[src/hw/rtl/bsfs_pkg.sv]
// ============================================================================
// bsfs_pkg
// Shared types, widths and constants for the burst sharpest-frame selector.
// ============================================================================
package bsfs_pkg;

   // Frame and burst limits
   localparam int MAX_WIDTH  = 2048;
   localparam int MAX_HEIGHT = 2048;
   localparam int MAX_BURST  = 16;

   // Field and datapath widths
   localparam int COL_W      = 11;
   localparam int DIM_W      = 12;
   localparam int BURST_W    = 5;
   localparam int IDX_W      = 4;
   localparam int PIX_W      = 8;
   localparam int SCORE_W    = 28;
   localparam int SUM_W      = 34;
   localparam int SQSUM_W    = 43;
   localparam int LAP_W      = 11;
   localparam int LAP_FULL_W = 13;
   localparam int SQ_W       = 20;
   localparam int N_W        = 23;
   localparam int MAG_W      = 34;
   localparam int HALF_W     = 17;
   localparam int OPND_W     = 24;
   localparam int PROD_W     = 48;
   localparam int WIDE_W     = 68;
   localparam int DEN_W      = 46;
   localparam int NUM_W      = 76;
   localparam int FRAC_W     = 8;
   localparam int GSUM_W     = 23;
   localparam int SEL_W      = 2;
   localparam int CNT_W      = 11;

   // Configuration port
   localparam int CSR_IDX_W  = 2;
   localparam int CSR_DATA_W = 12;

   localparam logic [CSR_IDX_W-1:0] CSR_FRAME_WIDTH  = 2'd0;
   localparam logic [CSR_IDX_W-1:0] CSR_FRAME_HEIGHT = 2'd1;
   localparam logic [CSR_IDX_W-1:0] CSR_BURST_LENGTH = 2'd2;
   localparam logic [CSR_IDX_W-1:0] CSR_COLOR_INPUT  = 2'd3;

   localparam logic [DIM_W-1:0]   RST_FRAME_WIDTH  = 12'd1280;
   localparam logic [DIM_W-1:0]   RST_FRAME_HEIGHT = 12'd720;
   localparam logic [BURST_W-1:0] RST_BURST_LENGTH = 5'd5;
   localparam logic               RST_COLOR_INPUT  = 1'b1;

   // Fixed-point BT.601 gray weights
   localparam logic [GSUM_W-1:0] GRAY_WB    = 23'd1868;
   localparam logic [GSUM_W-1:0] GRAY_WG    = 23'd9617;
   localparam logic [GSUM_W-1:0] GRAY_WR    = 23'd4899;
   localparam logic [GSUM_W-1:0] GRAY_RND   = 23'd8192;
   localparam int                GRAY_SHIFT = 14;

   // Sequencer step counts
   localparam logic [CNT_W-1:0] DRAIN_LAST = 11'd4;
   localparam logic [CNT_W-1:0] MUL_LAST   = 11'd7;
   localparam logic [CNT_W-1:0] DIV_LAST   = 11'(SCORE_W - 1);

   typedef enum logic [3:0] {
      ST_IDLE,
      ST_SWEEP,
      ST_DRAIN,
      ST_MUL,
      ST_SUB,
      ST_LOAD,
      ST_DIV,
      ST_FINISH,
      ST_RESP
   } state_type;

   typedef enum logic [2:0] {
      MOP_NONE,
      MOP_N,
      MOP_SS_LL,
      MOP_SS_LH,
      MOP_SS_HH,
      MOP_NQ_LO,
      MOP_NQ_HI,
      MOP_NN
   } mul_op_type;

   // Effective configuration handed to the datapath
   typedef struct packed {
      logic [DIM_W-1:0]   width;
      logic [DIM_W-1:0]   height;
      logic [BURST_W-1:0] burst;
      logic               color;
   } cfg_type;

   // Commands from the controller to the datapath
   typedef struct packed {
      logic               restart;
      logic               wr_en;
      logic [SEL_W-1:0]   wr_bank;
      logic [COL_W-1:0]   wr_addr;
      logic               rd_en;
      logic [COL_W-1:0]   rd_addr;
      logic               rd_last;
      logic [SEL_W-1:0]   up_sel;
      logic [SEL_W-1:0]   mid_sel;
      logic [SEL_W-1:0]   dn_sel;
      mul_op_type         mul_op;
      logic               sub_en;
      logic               load_en;
      logic               div_en;
      logic               finish;
   } cmd_type;

endpackage

[src/hw/rtl/bsfs_ctrl.sv]
// ============================================================================
// bsfs_ctrl
// Configuration registers, raster position tracking, row-buffer roles and the
// sequencer that drives row sweeps, the frame-end multiply and the division.
// ============================================================================
module bsfs_ctrl (
   input  logic                              clock,
   input  logic                              reset,
   input  logic                              req_valid,
   output logic                              req_ready,
   output logic                              rsp_valid,
   input  logic                              rsp_ready,
   input  logic                              csr_we,
   input  logic [bsfs_pkg::CSR_IDX_W-1:0]    csr_index,
   input  logic [bsfs_pkg::CSR_DATA_W-1:0]   csr_wdata,
   output bsfs_pkg::cfg_type                 cfg,
   output bsfs_pkg::cmd_type                 cmd
);

   bsfs_pkg::state_type state_ff, state_in;

   logic [bsfs_pkg::CNT_W-1:0]   cnt_ff, cnt_in;
   logic [bsfs_pkg::COL_W-1:0]   col_ff, col_in;
   logic [bsfs_pkg::COL_W-1:0]   row_ff, row_in;
   logic [bsfs_pkg::SEL_W-1:0]   u_sel_ff, u_sel_in;
   logic [bsfs_pkg::SEL_W-1:0]   m_sel_ff, m_sel_in;
   logic [bsfs_pkg::SEL_W-1:0]   c_sel_ff, c_sel_in;
   logic [bsfs_pkg::SEL_W-1:0]   up_sel_ff, up_sel_in;
   logic [bsfs_pkg::SEL_W-1:0]   mid_sel_ff, mid_sel_in;
   logic [bsfs_pkg::SEL_W-1:0]   dn_sel_ff, dn_sel_in;
   logic                         last_row_ff, last_row_in;
   logic                         second_ff, second_in;

   logic [bsfs_pkg::DIM_W-1:0]   fw_ff;
   logic [bsfs_pkg::DIM_W-1:0]   fh_ff;
   logic [bsfs_pkg::BURST_W-1:0] bl_ff;
   logic                         ci_ff;

   logic [bsfs_pkg::DIM_W-1:0]   w_eff;
   logic [bsfs_pkg::DIM_W-1:0]   h_eff;
   logic [bsfs_pkg::BURST_W-1:0] b_eff;
   logic                         accept;
   logic                         col_end;
   logic                         row_last;
   logic                         sweep_end;
   logic                         drain_end;

   // Clamp the registers to the supported ranges
   always_comb begin
      w_eff = fw_ff;
      if (fw_ff < bsfs_pkg::DIM_W'(2)) begin
         w_eff = bsfs_pkg::DIM_W'(2);
      end else if (fw_ff > bsfs_pkg::DIM_W'(bsfs_pkg::MAX_WIDTH)) begin
         w_eff = bsfs_pkg::DIM_W'(bsfs_pkg::MAX_WIDTH);
      end
      h_eff = fh_ff;
      if (fh_ff < bsfs_pkg::DIM_W'(2)) begin
         h_eff = bsfs_pkg::DIM_W'(2);
      end else if (fh_ff > bsfs_pkg::DIM_W'(bsfs_pkg::MAX_HEIGHT)) begin
         h_eff = bsfs_pkg::DIM_W'(bsfs_pkg::MAX_HEIGHT);
      end
      b_eff = bl_ff;
      if (bl_ff < bsfs_pkg::BURST_W'(1)) begin
         b_eff = bsfs_pkg::BURST_W'(1);
      end else if (bl_ff > bsfs_pkg::BURST_W'(bsfs_pkg::MAX_BURST)) begin
         b_eff = bsfs_pkg::BURST_W'(bsfs_pkg::MAX_BURST);
      end
   end

   assign cfg.width  = w_eff;
   assign cfg.height = h_eff;
   assign cfg.burst  = b_eff;
   assign cfg.color  = ci_ff;

   assign accept    = req_valid && (state_ff == bsfs_pkg::ST_IDLE);
   assign col_end   = ({1'b0, col_ff} + 1'b1) == w_eff;
   assign row_last  = ({1'b0, row_ff} + 1'b1) == h_eff;
   assign sweep_end = cnt_ff == bsfs_pkg::CNT_W'(w_eff - 1'b1);
   assign drain_end = cnt_ff == bsfs_pkg::DRAIN_LAST;

   // Configuration registers
   always_ff @(posedge clock) begin
      if (reset) begin
         fw_ff <= bsfs_pkg::RST_FRAME_WIDTH;
         fh_ff <= bsfs_pkg::RST_FRAME_HEIGHT;
         bl_ff <= bsfs_pkg::RST_BURST_LENGTH;
         ci_ff <= bsfs_pkg::RST_COLOR_INPUT;
      end else if (csr_we) begin
         case (csr_index)
            bsfs_pkg::CSR_FRAME_WIDTH:  fw_ff <= csr_wdata[bsfs_pkg::DIM_W-1:0];
            bsfs_pkg::CSR_FRAME_HEIGHT: fh_ff <= csr_wdata[bsfs_pkg::DIM_W-1:0];
            bsfs_pkg::CSR_BURST_LENGTH: bl_ff <= csr_wdata[bsfs_pkg::BURST_W-1:0];
            bsfs_pkg::CSR_COLOR_INPUT:  ci_ff <= csr_wdata[0];
            default: ;
         endcase
      end
   end

   // Next state
   always_comb begin
      state_in = state_ff;
      case (state_ff)
         bsfs_pkg::ST_IDLE: begin
            if (accept && col_end && (row_ff != '0)) begin
               state_in = bsfs_pkg::ST_SWEEP;
            end
         end
         bsfs_pkg::ST_SWEEP: begin
            if (sweep_end) begin
               state_in = bsfs_pkg::ST_DRAIN;
            end
         end
         bsfs_pkg::ST_DRAIN: begin
            if (drain_end) begin
               if (second_ff) begin
                  state_in = bsfs_pkg::ST_MUL;
               end else if (last_row_ff) begin
                  state_in = bsfs_pkg::ST_SWEEP;
               end else begin
                  state_in = bsfs_pkg::ST_IDLE;
               end
            end
         end
         bsfs_pkg::ST_MUL: begin
            if (cnt_ff == bsfs_pkg::MUL_LAST) begin
               state_in = bsfs_pkg::ST_SUB;
            end
         end
         bsfs_pkg::ST_SUB:    state_in = bsfs_pkg::ST_LOAD;
         bsfs_pkg::ST_LOAD:   state_in = bsfs_pkg::ST_DIV;
         bsfs_pkg::ST_DIV: begin
            if (cnt_ff == bsfs_pkg::DIV_LAST) begin
               state_in = bsfs_pkg::ST_FINISH;
            end
         end
         bsfs_pkg::ST_FINISH: state_in = bsfs_pkg::ST_RESP;
         bsfs_pkg::ST_RESP: begin
            if (rsp_ready) begin
               state_in = bsfs_pkg::ST_IDLE;
            end
         end
         default: state_in = bsfs_pkg::ST_IDLE;
      endcase
      if (csr_we) begin
         state_in = bsfs_pkg::ST_IDLE;
      end
   end

   // Position, buffer roles and sweep selection
   always_comb begin
      cnt_in      = (state_in != state_ff) ? '0 : cnt_ff + 1'b1;
      col_in      = col_ff;
      row_in      = row_ff;
      u_sel_in    = u_sel_ff;
      m_sel_in    = m_sel_ff;
      c_sel_in    = c_sel_ff;
      up_sel_in   = up_sel_ff;
      mid_sel_in  = mid_sel_ff;
      dn_sel_in   = dn_sel_ff;
      last_row_in = last_row_ff;
      second_in   = second_ff;
      // advance the raster position on each pixel transfer
      if (accept) begin
         col_in = col_end ? '0 : col_ff + 1'b1;
         if (col_end) begin
            if (row_ff == '0) begin
               u_sel_in = m_sel_ff;
               m_sel_in = c_sel_ff;
               c_sel_in = u_sel_ff;
               row_in   = row_ff + 1'b1;
            end else begin
               // top row reflects its upper neighbor to the row below
               up_sel_in   = (row_ff == bsfs_pkg::COL_W'(1)) ? c_sel_ff : u_sel_ff;
               mid_sel_in  = m_sel_ff;
               dn_sel_in   = c_sel_ff;
               last_row_in = row_last;
               second_in   = 1'b0;
            end
         end
      end
      // rotate the row buffers once the sweep has drained
      if ((state_ff == bsfs_pkg::ST_DRAIN) && drain_end) begin
         if (second_ff) begin
            second_in = 1'b0;
         end else begin
            u_sel_in = m_sel_ff;
            m_sel_in = c_sel_ff;
            c_sel_in = u_sel_ff;
            row_in   = last_row_ff ? '0 : row_ff + 1'b1;
            if (last_row_ff) begin
               // bottom row reflects its lower neighbor to the row above
               second_in  = 1'b1;
               up_sel_in  = m_sel_ff;
               mid_sel_in = c_sel_ff;
               dn_sel_in  = m_sel_ff;
            end
         end
      end
      if (csr_we) begin
         col_in      = '0;
         row_in      = '0;
         last_row_in = 1'b0;
         second_in   = 1'b0;
      end
   end

   // Control registers
   always_ff @(posedge clock) begin
      if (reset) begin
         state_ff    <= bsfs_pkg::ST_IDLE;
         cnt_ff      <= '0;
         col_ff      <= '0;
         row_ff      <= '0;
         u_sel_ff    <= 2'd0;
         m_sel_ff    <= 2'd1;
         c_sel_ff    <= 2'd2;
         up_sel_ff   <= 2'd0;
         mid_sel_ff  <= 2'd1;
         dn_sel_ff   <= 2'd2;
         last_row_ff <= 1'b0;
         second_ff   <= 1'b0;
      end else begin
         state_ff    <= state_in;
         cnt_ff      <= cnt_in;
         col_ff      <= col_in;
         row_ff      <= row_in;
         u_sel_ff    <= u_sel_in;
         m_sel_ff    <= m_sel_in;
         c_sel_ff    <= c_sel_in;
         up_sel_ff   <= up_sel_in;
         mid_sel_ff  <= mid_sel_in;
         dn_sel_ff   <= dn_sel_in;
         last_row_ff <= last_row_in;
         second_ff   <= second_in;
      end
   end

   // Outputs and datapath commands
   always_comb begin
      req_ready   = state_ff == bsfs_pkg::ST_IDLE;
      rsp_valid   = state_ff == bsfs_pkg::ST_RESP;
      cmd.restart = csr_we;
      cmd.wr_en   = accept;
      cmd.wr_bank = c_sel_ff;
      cmd.wr_addr = col_ff;
      cmd.rd_en   = state_ff == bsfs_pkg::ST_SWEEP;
      cmd.rd_addr = cnt_ff;
      cmd.rd_last = (state_ff == bsfs_pkg::ST_SWEEP) && sweep_end;
      cmd.up_sel  = up_sel_ff;
      cmd.mid_sel = mid_sel_ff;
      cmd.dn_sel  = dn_sel_ff;
      cmd.mul_op  = bsfs_pkg::MOP_NONE;
      if (state_ff == bsfs_pkg::ST_MUL) begin
         case (cnt_ff[2:0])
            3'd0:    cmd.mul_op = bsfs_pkg::MOP_N;
            3'd1:    cmd.mul_op = bsfs_pkg::MOP_SS_LL;
            3'd2:    cmd.mul_op = bsfs_pkg::MOP_SS_LH;
            3'd3:    cmd.mul_op = bsfs_pkg::MOP_SS_HH;
            3'd4:    cmd.mul_op = bsfs_pkg::MOP_NQ_LO;
            3'd5:    cmd.mul_op = bsfs_pkg::MOP_NQ_HI;
            3'd6:    cmd.mul_op = bsfs_pkg::MOP_NN;
            default: cmd.mul_op = bsfs_pkg::MOP_NONE;
         endcase
      end
      cmd.sub_en  = state_ff == bsfs_pkg::ST_SUB;
      cmd.load_en = state_ff == bsfs_pkg::ST_LOAD;
      cmd.div_en  = state_ff == bsfs_pkg::ST_DIV;
      cmd.finish  = state_ff == bsfs_pkg::ST_FINISH;
   end

endmodule

[config.mk]
export PLATFORM = sky130hd
export DESIGN_NAME = bsfs_ctrl
export DESIGN_NICKNAME = d
export VERILOG_FILES = /design/src/hw/rtl/bsfs_pkg.sv /design/src/hw/rtl/bsfs_ctrl.sv
export SDC_FILE = /design/constraint.sdc
export NUM_CORES = 1
export LEC_CHECK = 0
export BUFFER_PORTS_ARGS = -buffer_cell sky130_fd_sc_hd__buf_2
export CORE_ASPECT_RATIO = 0.7
export CORE_MARGIN = 2
export CORE_UTILIZATION = 40
export CTS_BUF_LIST = sky130_fd_sc_hd__clkbuf_4 sky130_fd_sc_hd__clkbuf_8
export CTS_CLUSTER_DIAMETER = 40
export DETAILED_ROUTE_END_ITERATION = 8
export PLACE_DENSITY_LB_ADDON = 0.3
export SYNTH_ARGS = -nofsm -noshare
export SYNTH_HDL_FRONTEND = slang
export SYNTH_SLANG_ARGS = --single-unit
export TNS_END_PERCENT = 5
[constraint.sdc]
create_clock -name clock -period 10.06 [get_ports clock]
set_input_delay 2.012 -clock clock [delete_from_list [all_inputs] [get_ports clock]]
set_output_delay 2.012 -clock clock [all_outputs]
set_load 0.01 [all_outputs]
# Yosys cells after proc, flatten, opt, wreduce, memory -nomap -nowiden
# Index checks and enable logic that the tools add are counted.
# word_totals
word_cells	136
output_inout_bits	73
in_bits	19
ff_bits	81
# op_classes
magnitude_cmp	6
mux	65
addsub	6
n_eq_ne	25
n_reduce_logical	17
bitwise	1
# ops
operator	count
11-bit 2-to-1 mux	7
2-bit 2-to-1 mux	35
12-bit 2-to-1 mux	4
4-bit one-hot mux with 9 select lines	1
11-bit by 1-bit adder with 11-bit output (second input constant)	3
4-bit 2-to-1 mux	7
11-bit by 1-bit adder with 12-bit output (second input constant)	2
12-bit equality test	2
12-bit greater-than comparator (second input constant)	2
12-bit by 2-bit less-than comparator with 1-bit output (second input constant)	2
11-bit by 3-bit equality test with 1-bit output (second input constant)	2
3-bit one-hot mux with 7 select lines	1
4-bit by 3-bit equality test with 1-bit output (second input constant)	4
11-bit by 1-bit equality test with 1-bit output (second input constant)	1
11-bit equality test	1
11-bit by 5-bit equality test with 1-bit output (second input constant)	1
11-bit logical NOT	1
11-bit nonzero test	1
11-bit by 1-bit subtractor with 11-bit output (second input constant)	1
5-bit 2-to-1 mux	2
3-bit equality test (second input constant)	3
4-bit by 2-bit equality test with 1-bit output (second input constant)	2
2-bit AND reduction	4
1-bit 2-to-1 mux	7
other kinds (17)	24

# Logic depth before layout (Yosys ltp)
# logic_depth
depth_word	11
ltp_mapped	15
depth_no_buf	13

# Least setup slack after synthesis
# No wires, ideal clock.
# synth_timing
path_kind	reg-to-output
start	reg fw_ff[3] (netlist name)
end	out cmd[13] (netlist name)
n_path_buf	2
t_arrival_ps	3076
setup_slack_ps	4972
stages_incl_launch_ff	15
required_time_ps	8048
cell_sequence	dfxtp_1 buf_6 or4_4 nor4_4 nor2_1 or2_2 ha_1 clkbuf_1 nor3_1 o21ai_0 nand2_1 nand4_1 nor3_1 nand4b_1 nor3_1
# synth_lines
element	line	source
start: declaration	bsfs_ctrl.sv:34	logic [bsfs_pkg::DIM_W-1:0] fw_ff;
start signal: assignment	bsfs_ctrl.sv:84	fw_ff <= bsfs_pkg::RST_FRAME_WIDTH;
start signal: assignment	bsfs_ctrl.sv:90	bsfs_pkg::CSR_FRAME_WIDTH: fw_ff <= csr_wdata[bsfs_pkg::DIM_W-1:0];
end: declaration	bsfs_ctrl.sv:17	output bsfs_pkg::cmd_type cmd

==> out/metrics.yaml <==
cells_and_area:
  fin_cells: 975
  num_antenna_cells: 0
  drive_above_1_share: 0.173
  synthToLayoutAreaGrowth_pct: 12.9
  fill_cells: 1375
  area.sequential_mm2: 0.00162
  multi_input_area_mm2: 0.00353
  fin_nets: 813
  final_cell_mix: "nand2_1, buf_2, dfxtp_1"
critical_path:
  r2r_start: "fw_ff[7]"
  timing.rr.end: "cnt_ff[0]"
  reg2reg_slack_ns: 6.19
  cp_max_fo: 15
  r2r_cells: 13
  path_class: "reg -> out"
  cp-start-kind: "register"
  end_kind: "output pin"
  cp.arrival_ns: 3.82
  critPathRequiredTime_ns: 8.05
  critPathLaunch: "fw_ff[7]"
pwr:
  pwr-share-seq: 0.473
  leakage_uw: 0.00242
  ir_drop_uv: 65.6
  clockPowerShare: 0.400
  power.switching_uw: 206
  pwr-share-comb: 0.127
  swShare: 0.289
  p_per_area_mw_per_mm2: 115
  intPower_uw: 507
synthesis:
  yosysUniqueCellTypes: 72
  synth.avg_cell_area_um2: 7.48
  synth_ff_type: "dfxtp_1"
  ys_top_cells_by_area: "dfxtp_1, nand2_1, xnor2_1"
  syn_inst: 733
  synth_area_mm2: 0.00549
  yosys.area.top_type: "dfxtp_1"
  synth_edf_count: 0
  post-synth-top-area-fraction: 0.296
  synth_seq_cells: 81
  yosysSeqAreaShare: 0.296
  yosys_warnings: 0
  synth.net_count: 761
  async_reset_ff_frac: 0
clock_tree:
  numCtsBuffers: 9
  hold_buffers: 0
  insertion_delay_ns: 0.37
  htree_levels: 3
  post_cts_buffers: 0
  post_cts_resized: 0
  cts_sinks: 81
  cts_tree: "built"
  clk_pin_slew_worst_paths_ns: 0.10
  cts_buffer_depth: 2
  cts-root-buf: "clkbuf_8"
floorplanning:
  io-pin-count: 92
  core-area_mm2: 0.0133
  rows: 35
  floorplan.initialDensity: 0.413
  die_h_um: 102
  fp.dieW_um: 144
  dieArea_mm2: 0.0147
worst_hold_path:
  holdPathStages: 2
  min_to: "fh_ff[0]"
  hold_class: "reg -> reg"
  min-delay-start: "fh_ff[0]"
sta:
  finClkSkew_ns: 0.0119
  fin_crit_sh: 0.580
  maxSlewHeadroom: 0.230
  max_freq_ghz: 0.171
  worst_slew_pin_slew_ns: 1.14
  hold_violations: 0
  rsz0062_at_grt: "no"
  setup_viol_count_final: 0
  slew_viol_final: 0
  setup_tns_ns: 0
  fin_crit_ns: 5.83
grt:
  grt.overflow.total: 0
  grt_max_degree: 51
  grt_pass1_wl_mm: 25.2
  grt_use_total: 0.219
  grt_antenna_before_repair: 0
  grt_pass1_vias: 4766
placed_design:
  place_hpwl_mm: 11.9
  dp_cells: 959
  port_buffers: 91
  place_congestion: 0.992
detailed_routing:
  via_count: 5514
  dr.pass1.iters: 5
  routed_wl_mm: 15.8
  wl_per_cell_um: 16.2
  drc: 0
  drtAntennaViolNets: 0
  vias_per_cell: 5.66
  drt_iter0_drc: 590
run:
  drv_cap: 0
status:
  outcome: "finished, final reports clean"
==> logic make-up after synthesis <==
family | count (synthesis) | share of synthesized area
buf+inv | 80 | 0.0614
mux | 21 | 0.0390
flops | 81 | 0.296
fa+ha+maj | 9 | 0.0205
compound gates | 142 | 0.169
xor+xnor | 42 | 0.0671
simple gates | 358 | 0.348
==> area by class of cell <==
cell class / instances / share of cell area
Sequential cell: 81 / 0.262
Inverter: 27 / 0.0164
Multi-Input combinational cell: 572 / 0.570
Clock inverter: 7 / 0.0174
Tap cell: 185 / 0.0374
Clock buffer: 9 / 0.0200
Timing Repair Buffer: 94 / 0.0772
==> through the flow <==
step           worst slack (ns)  utilization  hold WS [ns]  power [uW]  cell area [um^2]
2_1_floorplan              4.97            -         0.436         407              5490
3_3_place_gp               4.69        0.449         0.460         434              5960
3_5_place_dp               4.67        0.449         0.462         434              5960
4_1_cts                    4.24        0.467         0.476         719              6190
5_1_grt                    3.96        0.467         0.500         742              6190
6_report                   4.23        0.467         0.473         713              6190
==> sequential cells by signal (all words and copies together), names as in the netlist, 4 cells and up, named ones only <==
register  count
bl_ff         5
cnt_ff       11
col_ff       11
fh_ff        12
fw_ff        12
row_ff       11
state_ff      4
==> worst max-delay path by stage <==
stage | endpoint | cells past startpoint
after floorplan | cmd[13] | 14
after global placement | cmd[13] | 13
after detailed placement | cmd[13] | 13
after CTS | cmd[13] | 13
after global routing | cmd[13] | 13
final | cmd[13] | 13
==> synthesized netlist by cell type, types with 4 or more instances <==
cell / number
buf_2: 8
a21oi_1: 47
inv_1: 27
xor2_1: 15
dfxtp_1: 81
nor3_1: 19
ha_1: 9
or2_2: 8
nor4_1: 28
or3_1: 10
and2_1: 4
nand2b_1: 12
nand2_1: 91
mux2i_1: 18
nand4_1: 11
a211o_1: 4
a21o_1: 6
nand3b_1: 13
nand3_1: 35
nor2_1: 62
clkbuf_1: 38
or4_1: 7
a22oi_1: 5
and3_1: 5
nor2b_1: 27
o21ai_0: 25
a31oi_1: 10
and4_1: 4
xnor2_1: 27
a211oi_1: 10
==> metal layers <==
metal	vias up	routed length, um	global-route usage
met5	-	0	0
met4	0	207	0.0513
met3	21	1270	0.0525
met2	197	6460	0.316
met1	2580	7890	0.327
li1	2716	-	-
==> critical path, stage by stage (launching register included) <==
cell and delay (ns):
dfxtp_1 0.45, or4_1 0.68, nor4_4 0.27, nor2_1 0.06, or2_2 0.29, ha_1 0.35
nand4b_1 0.17, nor4_1 0.06, o21ai_0 0.24, nand4_1 0.17, nor3_1 0.16, nand4b_1 0.19
nor3_1 0.22, buf_2 0.16
==> power by group through the flow <==
| stage | clock network (uW) | logic [uW] | registers [uW] |
|---|---|---|---|
| 6_report | 285 | 90.5 | 338 |
| 5_1_grt | 303 | 101 | 339 |
| 4_1_cts | 292 | 89.8 | 337 |
| 3_5_place_dp | 0 | 89.4 | 345 |
| 3_3_place_gp | 0 | 89.8 | 344 |
| 2_1_floorplan | 0 | 67.5 | 339 |
Note: power is estimated with default switching activity, not from simulation.
